### src/firmware_update_receiver_assert.svh
// ---------------------------------------------------------------------------
// Assertion macros for the firmware update receiver
// Clocked on aclk, disabled while aresetn is low.
// ---------------------------------------------------------------------------
`ifndef FIRMWARE_UPDATE_RECEIVER_ASSERT_SVH
`define FIRMWARE_UPDATE_RECEIVER_ASSERT_SVH

// Same-cycle implication
`define FUR_ASSERT_NOW(label, ante, cons) \
    label: assert property (@(posedge aclk) disable iff (!aresetn) (ante) |-> (cons)) \
        else $error("firmware update receiver: same-cycle check failed");

// Next-cycle implication
`define FUR_ASSERT_NEXT(label, ante, cons) \
    label: assert property (@(posedge aclk) disable iff (!aresetn) (ante) |=> (cons)) \
        else $error("firmware update receiver: next-cycle check failed");

`endif

### src/fur_pkg.sv
// ---------------------------------------------------------------------------
// fur_pkg
// Types and constants shared by the firmware update receiver modules.
// ---------------------------------------------------------------------------
package fur_pkg;

    localparam int SIZE_BITS  = 24;
    localparam int LANES      = 8;
    localparam int LANE_IDX_W = $clog2(LANES);
    localparam int LANE_SUM_W = 8 + LANE_IDX_W;
    localparam int LEN_W      = 4;

    typedef enum logic [2:0] {
        ST_NONE   = 3'd0,
        ST_START  = 3'd1,
        ST_DATA   = 3'd2,
        ST_COMMIT = 3'd3,
        ST_ABORT  = 3'd4,
        ST_REJECT = 3'd5
    } status_t;

    // packet kind in ext_id[5:4]
    localparam logic [1:0] KIND_HEADER = 2'd1;
    localparam logic [1:0] KIND_DATA   = 2'd2;
    localparam logic [1:0] KIND_TAIL   = 2'd3;

    localparam logic OP_FRAME = 1'b0;
    localparam logic OP_TICK  = 1'b1;

    // configuration register indexes
    localparam logic [1:0] REG_DEVICE_TYPE     = 2'd0;
    localparam logic [1:0] REG_RUNNING_VERSION = 2'd1;
    localparam logic [1:0] REG_TIMEOUT_TICKS   = 2'd2;

    localparam logic [31:0] TIMEOUT_RESET = 32'd1000;

    typedef logic [LANES-1:0][7:0] lane_bytes_t;

    typedef struct packed {
        logic        operation;
        logic [28:0] ext_id;
        logic [63:0] payload;
        logic [3:0]  length;
    } in_t;

    typedef struct packed {
        status_t     status;
        logic [23:0] flash_offset;
        logic [3:0]  write_length;
        logic [63:0] write_data;
        logic [31:0] image_version;
        logic [23:0] image_size;
        logic [15:0] image_checksum;
        logic        timeout_flag;
    } out_t;

endpackage

### src/fur_lane.sv
// ---------------------------------------------------------------------------
// fur_lane
// One payload byte lane: passes its byte when it lies within the frame length.
// ---------------------------------------------------------------------------
module fur_lane
    import fur_pkg::*;
(
    input  logic [LANE_IDX_W-1:0] lane_idx,
    input  logic [LEN_W-1:0]      length,
    input  logic [7:0]            byte_in,
    output logic [7:0]            byte_out
);

    logic in_range;

    assign in_range = (LEN_W'(lane_idx) < length);
    assign byte_out = in_range ? byte_in : 8'h00;

endmodule

### src/fur_merge.sv
// ---------------------------------------------------------------------------
// fur_merge
// Combines the byte lanes into the write word and their byte sum.
// ---------------------------------------------------------------------------
module fur_merge
    import fur_pkg::*;
(
    input  lane_bytes_t            lane_bytes,
    output logic [LANE_SUM_W-1:0]  lane_sum,
    output logic [LANES*8-1:0]     lane_word
);

    always_comb begin
        lane_sum = '0;
        for (int k = 0; k < LANES; k++) begin
            lane_sum = lane_sum + LANE_SUM_W'(lane_bytes[k]);
        end
    end

    assign lane_word = lane_bytes;

endmodule

### src/firmware_update_receiver.sv
// ---------------------------------------------------------------------------
// firmware_update_receiver
// Firmware update session tracking, byte lanes and result register.
// ---------------------------------------------------------------------------
// Every input transaction (frame or timer tick) yields exactly one result
// transaction. Each item's result is computed combinationally and registered,
// and a new one is taken every cycle while the result register is empty or
// being drained at the same edge, so the sustained rate is one item per clock;
// m_valid is set in the cycle after acceptance. The eight payload bytes are masked by length in
// parallel lanes and summed in a merge stage. Configuration writes are always
// accepted (cfg_ready is tied high) and must only be issued while idle.
// ---------------------------------------------------------------------------
`include "firmware_update_receiver_assert.svh"

module firmware_update_receiver
    import fur_pkg::*;
(
    input  logic        aclk,
    input  logic        aresetn,
    input  logic        s_valid,
    output logic        s_ready,
    input  in_t         s_data,
    output logic        m_valid,
    input  logic        m_ready,
    output out_t        m_data,
    input  logic        cfg_valid,
    output logic        cfg_ready,
    input  logic [1:0]  cfg_index,
    input  logic [31:0] cfg_data
);

    // configuration
    logic [11:0] device_type_reg;
    logic [31:0] running_version_reg;
    logic [31:0] timeout_ticks_reg;

    // session state
    logic                 session_open_reg,   session_open_next;
    logic [3:0]           expected_stamp_reg, expected_stamp_next;
    logic [SIZE_BITS-1:0] bytes_received_reg, bytes_received_next;
    logic [15:0]          byte_sum_reg,       byte_sum_next;
    logic [SIZE_BITS-1:0] announced_size_reg, announced_size_next;
    logic                 aborted_flag_reg,   aborted_flag_next;
    logic [31:0]          idle_ticks_reg,     idle_ticks_next;

    logic m_valid_reg;
    out_t m_data_reg, m_data_next;

    logic s_fire;
    logic cfg_fire;

    lane_bytes_t           raw_bytes;
    lane_bytes_t           lane_bytes;
    logic [LANE_SUM_W-1:0] lane_sum;
    logic [63:0]           lane_word;

    logic [31:0] frame_version;
    logic [11:0] frame_type;
    logic [23:0] frame_size;
    logic [15:0] frame_sum;
    logic        type_ok;
    logic        version_ok;
    logic        timed_out;
    logic        sess_live;
    logic [SIZE_BITS-1:0] br_live;

    assign s_ready   = !m_valid_reg || m_ready;
    assign s_fire    = s_valid && s_ready;
    assign cfg_ready = 1'b1;
    assign cfg_fire  = cfg_valid && cfg_ready;
    assign m_valid   = m_valid_reg;
    assign m_data    = m_data_reg;

    // byte lanes
    assign raw_bytes = s_data.payload;

    for (genvar k = 0; k < LANES; k++) begin : g_lane
        fur_lane u_lane (
            .lane_idx (LANE_IDX_W'(k)),
            .length   (s_data.length),
            .byte_in  (raw_bytes[k]),
            .byte_out (lane_bytes[k])
        );
    end

    fur_merge u_merge (
        .lane_bytes (lane_bytes),
        .lane_sum   (lane_sum),
        .lane_word  (lane_word)
    );

    // header and tail fields, taken from the payload whatever the length
    assign frame_version = {s_data.ext_id[3:0], raw_bytes[0], raw_bytes[1],
                            raw_bytes[2], raw_bytes[3][7:4]};
    assign frame_type    = {raw_bytes[3][3:0], raw_bytes[4]};
    assign frame_size    = {raw_bytes[5], raw_bytes[6], raw_bytes[7]};
    assign frame_sum     = {raw_bytes[5], raw_bytes[6]};
    assign type_ok       = (frame_type == device_type_reg);
    assign version_ok    = (frame_version > running_version_reg);

    assign timed_out = session_open_reg && (idle_ticks_reg > timeout_ticks_reg);
    assign sess_live = session_open_reg && !timed_out;
    assign br_live   = timed_out ? '0 : bytes_received_reg;

    always_comb begin
        session_open_next   = session_open_reg;
        expected_stamp_next = expected_stamp_reg;
        bytes_received_next = bytes_received_reg;
        byte_sum_next       = byte_sum_reg;
        announced_size_next = announced_size_reg;
        aborted_flag_next   = aborted_flag_reg;
        idle_ticks_next     = idle_ticks_reg;
        m_data_next         = '0;
        m_data_next.status  = ST_NONE;

        if (s_data.operation == OP_TICK) begin
            if (idle_ticks_reg != '1) begin
                idle_ticks_next = idle_ticks_reg + 32'd1;
            end
        end else if (s_data.length > LEN_W'(LANES)) begin
            m_data_next.status = ST_REJECT;
        end else begin
            session_open_next   = sess_live;
            bytes_received_next = br_live;
            if (timed_out) begin
                aborted_flag_next = 1'b1;
            end
            if (!s_data.ext_id[6]) begin
                aborted_flag_next  = 1'b1;
                session_open_next  = 1'b0;
                m_data_next.status = ST_ABORT;
            end else begin
                aborted_flag_next = 1'b0;
                idle_ticks_next   = '0;
                case (s_data.ext_id[5:4])
                    KIND_HEADER: begin
                        announced_size_next = SIZE_BITS'(frame_size);
                        if (type_ok && version_ok) begin
                            session_open_next   = 1'b1;
                            bytes_received_next = '0;
                            byte_sum_next       = '0;
                            expected_stamp_next = '0;
                            m_data_next.status  = ST_START;
                        end else begin
                            m_data_next.status = ST_REJECT;
                        end
                    end
                    KIND_DATA: begin
                        if (!sess_live) begin
                            m_data_next.status = ST_REJECT;
                            idle_ticks_next    = idle_ticks_reg;
                        end else if (s_data.ext_id[3:0] == expected_stamp_reg) begin
                            expected_stamp_next = expected_stamp_reg + 4'd1;
                            byte_sum_next = byte_sum_reg + 16'(lane_sum);
                            bytes_received_next = br_live + SIZE_BITS'(s_data.length);
                            m_data_next.status       = ST_DATA;
                            m_data_next.flash_offset = 24'(br_live);
                            m_data_next.write_length = s_data.length;
                            m_data_next.write_data   = lane_word;
                        end
                    end
                    KIND_TAIL: begin
                        if (!sess_live) begin
                            m_data_next.status = ST_REJECT;
                            idle_ticks_next    = idle_ticks_reg;
                        end else if (type_ok && version_ok &&
                                     br_live == announced_size_reg &&
                                     frame_sum == byte_sum_reg) begin
                            m_data_next.status         = ST_COMMIT;
                            m_data_next.image_version  = frame_version;
                            m_data_next.image_size     = 24'(announced_size_reg);
                            m_data_next.image_checksum = frame_sum;
                        end else begin
                            aborted_flag_next  = 1'b1;
                            session_open_next  = 1'b0;
                            m_data_next.status = ST_ABORT;
                        end
                    end
                    default: begin
                        // kind zero
                        m_data_next.status = ST_REJECT;
                        idle_ticks_next    = idle_ticks_reg;
                    end
                endcase
            end
            if (timed_out && (m_data_next.status == ST_NONE ||
                              m_data_next.status == ST_REJECT)) begin
                m_data_next.status = ST_ABORT;
            end
        end
        m_data_next.timeout_flag = aborted_flag_next;
    end

    always_ff @(posedge aclk) begin
        if (!aresetn) begin
            device_type_reg     <= '0;
            running_version_reg <= '0;
            timeout_ticks_reg   <= TIMEOUT_RESET;
            session_open_reg    <= 1'b0;
            expected_stamp_reg  <= '0;
            bytes_received_reg  <= '0;
            byte_sum_reg        <= '0;
            announced_size_reg  <= '0;
            aborted_flag_reg    <= 1'b0;
            idle_ticks_reg      <= '0;
            m_valid_reg         <= 1'b0;
        end else begin
            if (cfg_fire) begin
                case (cfg_index)
                    REG_DEVICE_TYPE:     device_type_reg     <= cfg_data[11:0];
                    REG_RUNNING_VERSION: running_version_reg <= cfg_data;
                    REG_TIMEOUT_TICKS:   timeout_ticks_reg   <= cfg_data;
                    default: ;
                endcase
            end
            if (s_fire) begin
                session_open_reg   <= session_open_next;
                expected_stamp_reg <= expected_stamp_next;
                bytes_received_reg <= bytes_received_next;
                byte_sum_reg       <= byte_sum_next;
                announced_size_reg <= announced_size_next;
                aborted_flag_reg   <= aborted_flag_next;
                idle_ticks_reg     <= idle_ticks_next;
                m_valid_reg        <= 1'b1;
            end else if (m_ready) begin
                m_valid_reg <= 1'b0;
            end
        end
    end

    always_ff @(posedge aclk) begin
        if (s_fire) begin
            m_data_reg <= m_data_next;
        end
    end

    `FUR_ASSERT_NEXT(a_commit_keeps_session, s_fire && m_data_next.status == ST_COMMIT, session_open_reg)
    `FUR_ASSERT_NEXT(a_start_clears_counts, s_fire && m_data_next.status == ST_START, bytes_received_reg == '0 && byte_sum_reg == '0 && expected_stamp_reg == '0)
    `FUR_ASSERT_NOW(a_write_fields_only_on_data, m_valid_reg && m_data_reg.status != ST_DATA, m_data_reg.write_length == '0 && m_data_reg.write_data == '0)
    `FUR_ASSERT_NOW(a_flag_follows_state, m_valid_reg && !s_fire, m_data_reg.timeout_flag == aborted_flag_reg)

endmodule

### config.mk
export PLATFORM = sky130hd
export DESIGN_NAME = firmware_update_receiver
export DESIGN_NICKNAME = d
export VERILOG_FILES = /design/src/fur_pkg.sv /design/src/fur_lane.sv /design/src/fur_merge.sv /design/src/firmware_update_receiver.sv
export VERILOG_INCLUDE_DIRS = /design/src /design/src/src
export SDC_FILE = /design/constraint.sdc
export NUM_CORES = 1
export LEC_CHECK = 0
export ABC_AREA = 1
export BUFFER_PORTS_ARGS = -buffer_cell sky130_fd_sc_hd__buf_2
export CORE_MARGIN = 2
export CORE_UTILIZATION = 35
export DETAILED_ROUTE_END_ITERATION = 10
export PLACE_DENSITY = 0.65
export SLEW_MARGIN = 20
export SYNTH_ARGS = -nofsm -noshare
export SYNTH_HDL_FRONTEND = slang
export SYNTH_SLANG_ARGS = --single-unit
### constraint.sdc
create_clock -name aclk -period 20.3 [get_ports aclk]
set_input_delay 4.06 -clock aclk [delete_from_list [all_inputs] [get_ports aclk]]
set_output_delay 4.06 -clock aclk [all_outputs]
set_load 0.02 [all_outputs]
==> results by stage <==
Placed design:
- The final weighted congestion in routability-driven placement is 0.977.
- Port buffering added 284 buffers.
- The standard cell area after detailed placement is between 20,000 and 25,000 sq um.
- Detailed placement finished with a half-perimeter wire length of 44.4 mm.

Run status:
- The run finished with clean final reports.

Routing:
- The first detailed-routing pass ran for 6 iterations.
- In this run, the number of DRC markers left after iteration 0 of detailed routing was around 1,300.
- The remaining number of nets flagged by the antenna check after routing is 0.
- The total vias in the final route is roughly 16,000.
- The total length of routed wires is 58.1 mm.
- The wire length per cell after detailed routing is 17.5 microns.
- The DRC violation count after routing is 0.
- The detail-routed via count per cell is about 4.9.

STA:
- Setup repair after global routing left no endpoint under its margin.
- The setup TNS is 0 ns.
- The relative slew slack is around 26%.
- The total count of hold-check failures in the final report is 0.
- The minimum clock period after layout is 11.20 ns.
- The slew at the pin closest to its max-slew limit is between 1 and 1.5 ns.
- Derived from the worst setup path, the maximum achievable clock frequency is a little under 90 MHz.
- Setup violations remaining at the end of the flow were counted as 0.
- After layout, the worst path uses 55.2% of the clock period.
- The final count of pins violating max slew came to 0.
- On the final layout, the worst clock skew is 0.0431 ns.

Layout:
- The post-route netlist has 17.8% of its cells at a drive strength greater than 1.
- The final design area excluding fillers is ~23,000 sq um.
- The final core area utilization is 41.5%.
- In the layout the commonest cells are sky130_fd_sc_hd__inv_1 (389), sky130_fd_sc_hd__nand2_1 (319), sky130_fd_sc_hd__buf_2 (284).
- After filler insertion, the fill cell instance count of the layout stands at 5,455.
- The flip-flop count of the largest register, all copies and words added is approximately 170.
- The layout overhead on the synthesized area is 17.7%.
- Leaving out fill and tap cells, the most frequent cell in the layout is sky130_fd_sc_hd__inv_1.
- The net count of the finished layout is 2,874.

Synth:
- The post-synthesis cell type count is 57.
- The share of async-settable or async-resettable flops after synthesis is 0%.
- The synthesized netlist occupies a cell area of 19,300 sq um.
- Summing the sequential cell areas from Yosys gives roughly 45% of the chip area.
- The synthesized design contains about 170 enable-type register cells.
- Counting every instance in the synthesized netlist gives 2,318.
- The net count after synthesis is between 2,000 and 3,000.
- The mean instance size in the synthesized netlist is around 8.3 sq um.
- The number of register bits inferred by synthesis is 347.
- The count of warnings emitted by yosys is 0.
- The most used flip-flop cell after synthesis is sky130_fd_sc_hd__dfxtp_1.

Clock tree:
- The number of H-tree levels is 2.
- The maximum count of clock buffers along a single path is 3.
- The cell sitting at the root of the clock tree is a sky130_fd_sc_hd__clkbuf_16.
- Clock-pin slew was measured on the worst setup and hold paths at 0.06 ns.
- Post-CTS repair changed the size of 0 cells.
- The count of clock tree sinks is 347.
- The total clock buffers created by CTS is 40.
- The post-CTS setup buffer count is 0.
- The later pin in the worst-skew pair is clocked with a latency of 0.59 ns.
- The CTS tree is done.
- Buffers inserted to repair hold after CTS numbered 0.

Critical path:
- Data on the critical path is required at its endpoint by approximately 21 ns.
- The family with the most delay on the worst path is adder cells.
- For this run, the slowest stage of the critical path takes 0.53 ns.
- In this run the worst path has a maximum fanout of 16.
- The critical path contains buffers and inverters numbering 14 combined.
- The critical path is of the in -> reg type.
- The arrival time reported for the critical path endpoint is 11.67 ns.
- The kind of end point of the critical path is a register.
- By instance count, the cell type seen most on the critical path is sky130_fd_sc_hd__inv_1.
- The nature of the critical path startpoint is an input port.
- The critical path's slowest cell is sky130_fd_sc_hd__fa_1.

Floorplanning:
- The initial core utilization is 35.3%.
- In this run the core area contains 86 standard-cell rows.
- In this run the count of I/O pins placed on the die edge is 308.
- The area of the core is roughly 55,000 sq um.
- The die span in y is roughly 240 microns.
- The die covers between 50,000 and 60,000 sq um.
- The die width is 239 microns.

GRT:
- The via count of the first global-routing pass is between 15,000 and 20,000.
- The global-route wire length before repair is 88.0 mm.
- Global routing finished with a remaining overflow of 0.
- The maximum number of pins on one net before global-route repair is 93.
- The global-route usage over all layers is roughly a fifth.
- The initial antenna violation count is 2.

Power and ir drop:
- The leakage dissipation is 10.1 nW.
- For this design the ratio of total power to cell area is 95.8 nW/um^2.
- VDD sags by at most 0.0820 mV.

Run:
- The count of maximum capacitance violations is 0.

Hold path:
- The classification of the worst-slack hold path is reg -> reg.
-- cell usage after synthesis, types with 2 or more instances --
cell type,count,area share [%]
sky130_fd_sc_hd__xnor2_1,19,0.86
sky130_fd_sc_hd__nor2_1,253,4.9
sky130_fd_sc_hd__buf_6,10,0.58
sky130_fd_sc_hd__mux2i_1,2,0.10
sky130_fd_sc_hd__a211oi_1,6,0.23
sky130_fd_sc_hd__a31oi_1,7,0.23
sky130_fd_sc_hd__clkinv_1,4,0.078
sky130_fd_sc_hd__o31ai_1,2,0.078
sky130_fd_sc_hd__fa_1,41,4.3
sky130_fd_sc_hd__nor4_1,12,0.39
sky130_fd_sc_hd__xor2_1,27,1.2
sky130_fd_sc_hd__nor3_1,64,1.7
sky130_fd_sc_hd__clkbuf_1,59,1.1
sky130_fd_sc_hd__o21bai_1,6,0.23
sky130_fd_sc_hd__inv_1,391,7.6
sky130_fd_sc_hd__or2_2,6,0.19
sky130_fd_sc_hd__nand2_2,8,0.26
sky130_fd_sc_hd__a21oi_1,216,5.6
sky130_fd_sc_hd__ha_1,109,7.1
sky130_fd_sc_hd__nor3b_1,3,0.12
sky130_fd_sc_hd__o311ai_0,2,0.091
sky130_fd_sc_hd__nand3b_1,3,0.12
sky130_fd_sc_hd__nor3_2,2,0.10
sky130_fd_sc_hd__dfxtp_1,179,19
sky130_fd_sc_hd__nand4_1,28,0.91
sky130_fd_sc_hd__edfxtp_1,168,26
sky130_fd_sc_hd__nand3_1,71,1.8
sky130_fd_sc_hd__o21ai_1,8,0.21
sky130_fd_sc_hd__o21a_1,7,0.27
sky130_fd_sc_hd__o22ai_1,3,0.097
sky130_fd_sc_hd__o2111ai_1,2,0.091
sky130_fd_sc_hd__o211ai_1,17,0.66
sky130_fd_sc_hd__nor2_2,74,2.4
sky130_fd_sc_hd__o21ai_0,158,4.1
sky130_fd_sc_hd__nand2_1,319,6.2
sky130_fd_sc_hd__a21o_1,3,0.12
sky130_fd_sc_hd__a221oi_1,6,0.27
sky130_fd_sc_hd__inv_2,4,0.078
-- layout make-up --
type,count,area (sq um),area share (%)
Antenna cell,2,5.00,0.0220
Clock buffer,53,1100,4.85
Clock inverter,19,234,1.03
Inverter,400,1510,6.64
Multi-Input combinational cell,1499,8830,38.9
Sequential cell,347,8630,38.0
Tap cell,704,881,3.88
Timing Repair Buffer,299,1530,6.75
-- worst register-to-register path, stage by stage, from the launching register on --
cell and delay (ns):
sky130_fd_sc_hd__dfxtp_1 0.46, sky130_fd_sc_hd__ha_1 0.30, sky130_fd_sc_hd__a21o_1 0.17, sky130_fd_sc_hd__o21ai_1 0.13, sky130_fd_sc_hd__nand2_1 0.06, sky130_fd_sc_hd__a21oi_1 0.27
sky130_fd_sc_hd__nand2_2 0.16, sky130_fd_sc_hd__nand3_4 0.42, sky130_fd_sc_hd__nand2_1 0.35, sky130_fd_sc_hd__nand2_1 0.17, sky130_fd_sc_hd__nand2_1 0.06, sky130_fd_sc_hd__nor4_1 0.33
sky130_fd_sc_hd__nand4_1 0.19, sky130_fd_sc_hd__nor2_2 0.29, sky130_fd_sc_hd__nand4_4 0.34, sky130_fd_sc_hd__buf_4 0.55, sky130_fd_sc_hd__nor2_2 0.36
-- through the flow --
step           worst slack, ns  power (mW)  hold slack, ns  cells
5_1_grt                   8.51        2.32           0.471   3322
4_1_cts                   9.12        2.20           0.463   3321
3_5_place_dp              8.57        1.46           0.454   3249
6_report                  9.10        2.18           0.460   3323
2_1_floorplan             9.45        1.29           0.433   2318
3_3_place_gp              8.63        1.44           0.447   3249
-- kinds of logic (layout without fill, tap and decap cells) --
logic type | after synthesis | count (layout) | share of synthesized area, %
compound gates | 447 | 447 | 12.5
xor+xnor | 46 | 46 | 2.09
fa+ha+maj | 150 | 150 | 11.3
buf+inv | 472 | 771 | 9.60
flops | 347 | 347 | 44.7
mux | 2 | 2 | 0.104
other cells | 1 | 3 | 0.0194
simple gates | 853 | 853 | 19.7
-- power by group --
part / internal [mW] / switching (mW)
Sequential: 0.760 / 0.00926
Clock: 0.427 / 0.310
Combinational: 0.257 / 0.413
-- per-layer routing --
layer	wire length (microns)	global-route usage [%]	share of wire [%]	vias to the layer above
li1	-	-	-	8145
met1	25800	27.2	44	7567
met2	26900	33.0	46	540
met3	3510	2.59	6.0	98
met4	1850	7.06	3.2	0
met5	0	0	0	-
-- final timing paths --
check | startpoint | endpoint | slack (ns) | cells past startpoint
setup / recovery | s_data[3] | byte_sum_reg[15] | 9.10 | 42
hold / removal | running_version_reg[27] | running_version_reg[27] | 0.46 | 2
setup reg to reg | idle_ticks_reg[19] | m_data[15] | 15.47 | 16
hold reg to reg | running_version_reg[27] | running_version_reg[27] | 0.46 | 2
Note: power is estimated with default switching activity, not from simulation.
